--- src/rtl/s5fc_pkg.sv ---
// ----------------------------------------------------------------------------
// s5fc_pkg
// Shared types, constants and round functions of the SHA-512 family
// compression unit.
// ----------------------------------------------------------------------------
package s5fc_pkg;

  localparam int unsigned WordW   = 64;
  localparam int unsigned Rounds  = 80;
  localparam int unsigned BlkWords = 16;
  localparam int unsigned RndW    = $clog2(Rounds);
  localparam int unsigned IdxW    = $clog2(BlkWords);

  typedef logic [WordW-1:0] word_t;

  typedef enum logic [1:0] {
    VAR_SHA512     = 2'd0,
    VAR_SHA384     = 2'd1,
    VAR_SHA512_256 = 2'd2,
    VAR_SHA512_224 = 2'd3
  } variant_e;

  typedef enum logic [2:0] {
    ST_LOAD,
    ST_SETUP,
    ST_ROUND,
    ST_UPDATE
  } state_e;

  // Controls of the message schedule row.
  typedef struct packed {
    logic shift_in;
    logic step;
  } sched_ctl_t;

  // Controls of the working state row.
  typedef struct packed {
    logic            setup;
    logic            step;
    logic [RndW-1:0] k_idx;
  } rnd_ctl_t;

  localparam word_t RoundK [Rounds] = '{
    64'h428A2F98D728AE22, 64'h7137449123EF65CD, 64'hB5C0FBCFEC4D3B2F, 64'hE9B5DBA58189DBBC,
    64'h3956C25BF348B538, 64'h59F111F1B605D019, 64'h923F82A4AF194F9B, 64'hAB1C5ED5DA6D8118,
    64'hD807AA98A3030242, 64'h12835B0145706FBE, 64'h243185BE4EE4B28C, 64'h550C7DC3D5FFB4E2,
    64'h72BE5D74F27B896F, 64'h80DEB1FE3B1696B1, 64'h9BDC06A725C71235, 64'hC19BF174CF692694,
    64'hE49B69C19EF14AD2, 64'hEFBE4786384F25E3, 64'h0FC19DC68B8CD5B5, 64'h240CA1CC77AC9C65,
    64'h2DE92C6F592B0275, 64'h4A7484AA6EA6E483, 64'h5CB0A9DCBD41FBD4, 64'h76F988DA831153B5,
    64'h983E5152EE66DFAB, 64'hA831C66D2DB43210, 64'hB00327C898FB213F, 64'hBF597FC7BEEF0EE4,
    64'hC6E00BF33DA88FC2, 64'hD5A79147930AA725, 64'h06CA6351E003826F, 64'h142929670A0E6E70,
    64'h27B70A8546D22FFC, 64'h2E1B21385C26C926, 64'h4D2C6DFC5AC42AED, 64'h53380D139D95B3DF,
    64'h650A73548BAF63DE, 64'h766A0ABB3C77B2A8, 64'h81C2C92E47EDAEE6, 64'h92722C851482353B,
    64'hA2BFE8A14CF10364, 64'hA81A664BBC423001, 64'hC24B8B70D0F89791, 64'hC76C51A30654BE30,
    64'hD192E819D6EF5218, 64'hD69906245565A910, 64'hF40E35855771202A, 64'h106AA07032BBD1B8,
    64'h19A4C116B8D2D0C8, 64'h1E376C085141AB53, 64'h2748774CDF8EEB99, 64'h34B0BCB5E19B48A8,
    64'h391C0CB3C5C95A63, 64'h4ED8AA4AE3418ACB, 64'h5B9CCA4F7763E373, 64'h682E6FF3D6B2B8A3,
    64'h748F82EE5DEFB2FC, 64'h78A5636F43172F60, 64'h84C87814A1F0AB72, 64'h8CC702081A6439EC,
    64'h90BEFFFA23631E28, 64'hA4506CEBDE82BDE9, 64'hBEF9A3F7B2C67915, 64'hC67178F2E372532B,
    64'hCA273ECEEA26619C, 64'hD186B8C721C0C207, 64'hEADA7DD6CDE0EB1E, 64'hF57D4F7FEE6ED178,
    64'h06F067AA72176FBA, 64'h0A637DC5A2C898A6, 64'h113F9804BEF90DAE, 64'h1B710B35131C471B,
    64'h28DB77F523047D84, 64'h32CAAB7B40C72493, 64'h3C9EBE0A15C9BEBC, 64'h431D67C49C100D4C,
    64'h4CC5D4BECB3E42B6, 64'h597F299CFC657E2A, 64'h5FCB6FAB3AD6FAEC, 64'h6C44198C4A475817
  };

  localparam word_t InitVal [4][8] = '{
    '{64'h6A09E667F3BCC908, 64'hBB67AE8584CAA73B, 64'h3C6EF372FE94F82B, 64'hA54FF53A5F1D36F1,
      64'h510E527FADE682D1, 64'h9B05688C2B3E6C1F, 64'h1F83D9ABFB41BD6B, 64'h5BE0CD19137E2179},
    '{64'hCBBB9D5DC1059ED8, 64'h629A292A367CD507, 64'h9159015A3070DD17, 64'h152FECD8F70E5939,
      64'h67332667FFC00B31, 64'h8EB44A8768581511, 64'hDB0C2E0D64F98FA7, 64'h47B5481DBEFA4FA4},
    '{64'h22312194FC2BF72C, 64'h9F555FA3C84C64C2, 64'h2393B86B6F53B151, 64'h963877195940EABD,
      64'h96283EE2A88EFFE3, 64'hBE5E1E2553863992, 64'h2B0199FC2C85B8AA, 64'h0EB72DDC81C52CA2},
    '{64'h8C3D37C819544DA2, 64'h73E1996689DCD4D6, 64'h1DFAB7AE32FF9C82, 64'h679DD514582F9FCF,
      64'h0F6D2B697BD44DA8, 64'h77E36F7304C48942, 64'h3F9D85A86A1D36C8, 64'h1112E6AD91D692A1}
  };

  function automatic word_t rotr(input word_t x, input int unsigned n);
    return (x >> n) | (x << (WordW - n));
  endfunction

  function automatic word_t big_sigma0(input word_t x);
    return rotr(x, 28) ^ rotr(x, 34) ^ rotr(x, 39);
  endfunction

  function automatic word_t big_sigma1(input word_t x);
    return rotr(x, 14) ^ rotr(x, 18) ^ rotr(x, 41);
  endfunction

  function automatic word_t small_sigma0(input word_t x);
    return rotr(x, 1) ^ rotr(x, 8) ^ (x >> 7);
  endfunction

  function automatic word_t small_sigma1(input word_t x);
    return rotr(x, 19) ^ rotr(x, 61) ^ (x >> 6);
  endfunction

  // Number of digest words for each variant.
  function automatic logic [3:0] digest_len(input variant_e v);
    logic [3:0] n;
    case (v)
      VAR_SHA512:     n = 4'd8;
      VAR_SHA384:     n = 4'd6;
      VAR_SHA512_256: n = 4'd4;
      VAR_SHA512_224: n = 4'd4;
      default:        n = 4'd8;
    endcase
    return n;
  endfunction

endpackage

--- src/rtl/s5fc_cell.sv ---
// ----------------------------------------------------------------------------
// s5fc_cell
// One 64-bit cell of a row: takes its neighbor's word or a loaded word.
// ----------------------------------------------------------------------------
module s5fc_cell
  import s5fc_pkg::*;
(
  input  logic  clk_i,
  input  logic  en_i,
  input  logic  sel_ld_i,
  input  word_t ld_val_i,
  input  word_t nbr_val_i,
  output word_t q_o
);

  word_t q_q;
  word_t q_d;

  assign q_d = sel_ld_i ? ld_val_i : nbr_val_i;

  always_ff @(posedge clk_i) begin
    if (en_i) begin
      q_q <= q_d;
    end
  end

  assign q_o = q_q;

endmodule

--- src/rtl/s5fc_sched.sv ---
// ----------------------------------------------------------------------------
// s5fc_sched
// Message schedule: a row of sixteen cells. Message words shift in at the
// tail; during the rounds each step shifts out W[t] and appends W[t+16].
// ----------------------------------------------------------------------------
module s5fc_sched
  import s5fc_pkg::*;
(
  input  logic       clk_i,
  input  sched_ctl_t ctl_i,
  input  word_t      word_i,
  output word_t      w0_o,
  output word_t      w1_o
);

  word_t w [BlkWords];
  word_t w_new;
  word_t tail_in;

  // W[t+16] from the window that starts at W[t].
  assign w_new = small_sigma1(w[BlkWords-2]) + w[9] + small_sigma0(w[1]) + w[0];
  assign tail_in = ctl_i.shift_in ? word_i : w_new;

  for (genvar i = 0; i < BlkWords; i++) begin : g_row
    s5fc_cell u_wc (
      .clk_i    (clk_i),
      .en_i     (ctl_i.shift_in | ctl_i.step),
      .sel_ld_i (i == BlkWords - 1),
      .ld_val_i (tail_in),
      .nbr_val_i(w[(i + 1) % BlkWords]),
      .q_o      (w[i])
    );
  end

  assign w0_o = w[0];
  assign w1_o = w[1];

endmodule

--- config.mk ---
export PLATFORM = sky130hd
export DESIGN_NAME = s5fc_sched
export DESIGN_NICKNAME = d
export VERILOG_FILES = /design/src/rtl/s5fc_pkg.sv /design/src/rtl/s5fc_cell.sv /design/src/rtl/s5fc_sched.sv
export SDC_FILE = /design/constraint.sdc
export NUM_CORES = 1
export LEC_CHECK = 0
export BUFFER_PORTS_ARGS = -buffer_cell sky130_fd_sc_hd__buf_2
export CORE_ASPECT_RATIO = 0.7
export CORE_MARGIN = 2
export CORE_UTILIZATION = 45
export DETAILED_ROUTE_END_ITERATION = 6
export GPL_ROUTABILITY_DRIVEN = 0
export PLACE_DENSITY_LB_ADDON = 0.05
export SLEW_MARGIN = 20
export SYNTH_ARGS = -nofsm -noshare
export SYNTH_HDL_FRONTEND = slang
export SYNTH_SLANG_ARGS = --single-unit
export TNS_END_PERCENT = 30
--- constraint.sdc ---
create_clock -name clk_i -period 53.1 [get_ports clk_i]
set_clock_uncertainty 0.15 [all_clocks]
set_input_delay 10.62 -clock clk_i [delete_from_list [all_inputs] [get_ports clk_i]]
set_output_delay 10.62 -clock clk_i [all_outputs]
set_load 0.03 [all_outputs]
==> qor.txt <==
total wire length -> 92000 um
Distinct cells, synth -> 71
Max clock buf depth -> 3
clock-pin slew on the worst setup and hold paths -> 60 ps
largest fanout on the critical path -> 155
worst hold path type -> flop to flop
R2R Path Start -> g_row[14].u_wc.q_o[63]$_DFFE_PP_
Fin. Hold Viols -> 0
Top Family by Delay on Critical Path -> buffers and inverters
Critical Path End Type -> flop
crit path cell chain -> buf_4 > or2_4 > buf_12 > buf_4 > buf_4
dpl hpwl -> 64000 um
post-synthesis cell count -> 2361
Total GRT Usage -> 0.200
via count -> 19800
R2R Path End -> g_row[15].u_wc.q_o[62]$_DFFE_PP_
CP dominant cell by count -> buf_4
die width -> 364 um
Max Cap Viol -> 0
Remaining Overflow, GRT -> 0
Row Count -> 92
Post-synth ARST share -> 0
Area Overhead vs Synth -> 13.3%
dpl ws -> 38560 ps
drt via density -> 5.04
WP data required -> 53260 ps
top_reg_cell synth -> edfxtp_1
Post-Syn Nets -> 2617
First DRT Iteration DRCs -> 2348
startpoint types -> input port
total negative slack -> 0 ps
crit path kind -> input port to flop
largest net degree at the start of global routing -> 214
routed len/inst -> 23.4 um
status -> complete, no violations
Die Y -> 256 um
final worst setup slack -> 39250 ps
io pins -> 195
Tcrit/Tclk final -> 0.261
core area -> 90000 sq um
# fillers -> 7574
YS warnings -> 0
Mapped Area -> 40900 sq um
worst hold path depth -> 0
CTS Root Cell -> clkbuf_16
CTS buffer count -> 97
CTS HTree Levels -> 3
Seq/Total Area, Yosys -> 0.752
Max stage delay on crit path -> 810 ps
first-pass GRT wire length -> 134000 um
Crit path arrival time -> 14000 ps
Worst-Skew Late Latency -> 700 ps
Post-synth EDFFs -> 1024
Post-CTS Repair Setup Buffers -> 0
synthesis-stage register bit count -> 1024
initial antenna violation count -> 8
layout cells sized above 1 -> 0.135
unrepaired setup endpoints after global routing -> false
CP max-delay cell -> buf_4
Post-route DRC -> 0
# resized after CTS -> 0
DR pass1 iterations -> 5
critical path launch point -> ctl_i[1]
Fmax achieved -> 72.2 MHz
Worst Hold Path EP -> g_row[12].u_wc.q_o[62]$_DFFE_PP_
Max-slew headroom -> 0.268
Antenna Nets Post-Route -> 0
max reg flops -> 1024
final count of negative-setup-slack endpoints -> 0
Syn Area/Cell -> 17.3 sq um
Die Footprint -> 93400 sq um
Hold Startpoint -> g_row[13].u_wc.q_o[62]$_DFFE_PP_
Worst Reg-to-Reg Cells -> 16
Initial Util -> 0.455
Buf/Inv on CP -> 4
Min Clock Period, post-route -> 13850 ps
reg-to-reg slack, setup -> 46840 ps
final net count -> 2878
I/O Buffers -> 194
vias in the first global route -> 19900
Sink Count -> 1024
final max-slew violation count -> 0
CTS Hold Bufs -> 0
worst-margin pin slew -> 1100 ps
CTS tree -> yes
-- cell usage after synthesis, types with 7 or more instances --
cell	count	area share
o21a_1	7	0.0013
a31oi_1	7	0.0011
nand2_1	114	0.010
ha_1	63	0.019
nand3_1	11	0.0013
fa_1	126	0.062
edfxtp_1	1024	0.75
clkbuf_1	24	0.0022
xor2_1	33	0.0071
xnor2_1	267	0.057
nand4_1	21	0.0032
buf_2	12	0.0015
nor2_1	46	0.0042
nor3_1	17	0.0021
o21ai_0	95	0.012
a21oi_1	77	0.0094
inv_1	273	0.025
a21o_1	31	0.0057
o21bai_1	10	0.0018
-- worst register-to-register path, cell delays in order (launching register included) --
cell and delay [ps]:
edfxtp_1 620, xnor2_1 330, xnor2_1 240, fa_1 560
inv_1 60, fa_1 590, inv_1 60, ha_1 300
a211oi_1 350, o21ai_0 290, a22oi_1 570, a2111oi_2 250
nor4_1 630, nor2_1 240, a31oi_1 450, nor3_1 90
a211o_1 240
-- routing by layer --
metal  vias to the layer above  GRT usage  part of all wire
li1                       8986          -                 -
met1                     10100      0.318              0.49
met2                       573      0.285              0.43
met3                       106     0.0349             0.057
met4                         0     0.0472             0.018
met5                         -          0                 0
-- logic make-up (layout without fill, tap and decap cells) --
group	Yosys count	after routing	share of synthesized area
DFF	1024	1024	0.752
buffers and inverters	317	656	0.0306
xor gates and xnor gates	300	300	0.0642
AOI/OAI and AO/OA	279	279	0.0436
and+or+nand+nor	248	248	0.0280
adders and majority gates	189	189	0.0809
muxes	4	4	0.00107
other	0	2	0
-- through the flow --
stage / std cells / hold slack [ps] / instance area [sq um] / utilization
after floorplan: 2361 / 250 / 40900 / -
after global placement: 3744 / 250 / 43300 / 0.481
final: 3924 / 247 / 46400 / 0.515
after global routing: 3922 / 258 / 46400 / 0.515
after CTS: 3921 / 254 / 46300 / 0.515
after detailed placement: 3744 / 255 / 43300 / 0.481
-- layout by cell type, fill, tap and decap left out, types with 11 or more instances in the layout --
cell | synthesis | layout
nand4_1 | 21 | 21
clkbuf_1 | 24 | 13
a21oi_1 | 77 | 77
a21o_1 | 31 | 31
inv_1 | 273 | 273
fa_1 | 126 | 126
clkbuf_16 | 0 | 98
nor2_1 | 46 | 46
clkinv_2 | 0 | 15
xor2_1 | 33 | 33
buf_2 | 12 | 193
xnor2_1 | 267 | 267
nand2_1 | 114 | 114
o21ai_0 | 95 | 95
nor3_1 | 17 | 17
edfxtp_1 | 1024 | 1024
ha_1 | 63 | 63
nand3_1 | 11 | 11
clkinv_1 | 0 | 30
-- worst max path at each step --
stage / to / slack (ps) / cells past startpoint
after floorplan: g_row[0].u_wc.q_o[0]$_DFFE_PP_ / 28760 / 3
after global placement: g_row[13].u_wc.q_o[41]$_DFFE_PP_ / 38680 / 5
after detailed placement: g_row[11].u_wc.q_o[42]$_DFFE_PP_ / 38560 / 5
after CTS: g_row[6].u_wc.q_o[45]$_DFFE_PP_ / 39300 / 5
after global routing: g_row[9].u_wc.q_o[45]$_DFFE_PP_ / 39050 / 5
final: g_row[10].u_wc.q_o[43]$_DFFE_PP_ / 39250 / 5
-- area by class of cell --
| cell class | instances | area, sq um | area share |
|---|---|---|---|
| sequential | 1024 | 30700 | 0.663 |
| multi-input combinational | 1020 | 8920 | 0.192 |
| clock buffer | 111 | 2500 | 0.0540 |
| tap | 1222 | 1530 | 0.0330 |
| timing repair buffer | 206 | 1120 | 0.0242 |
| inverter | 273 | 1020 | 0.0221 |
| clock inverter | 66 | 509 | 0.0110 |
| antenna | 2 | 5.00 | 0.000108 |
Power is not shown: default switching activity piles up to over one toggle a cycle in this logic, so the estimate is an artifact.
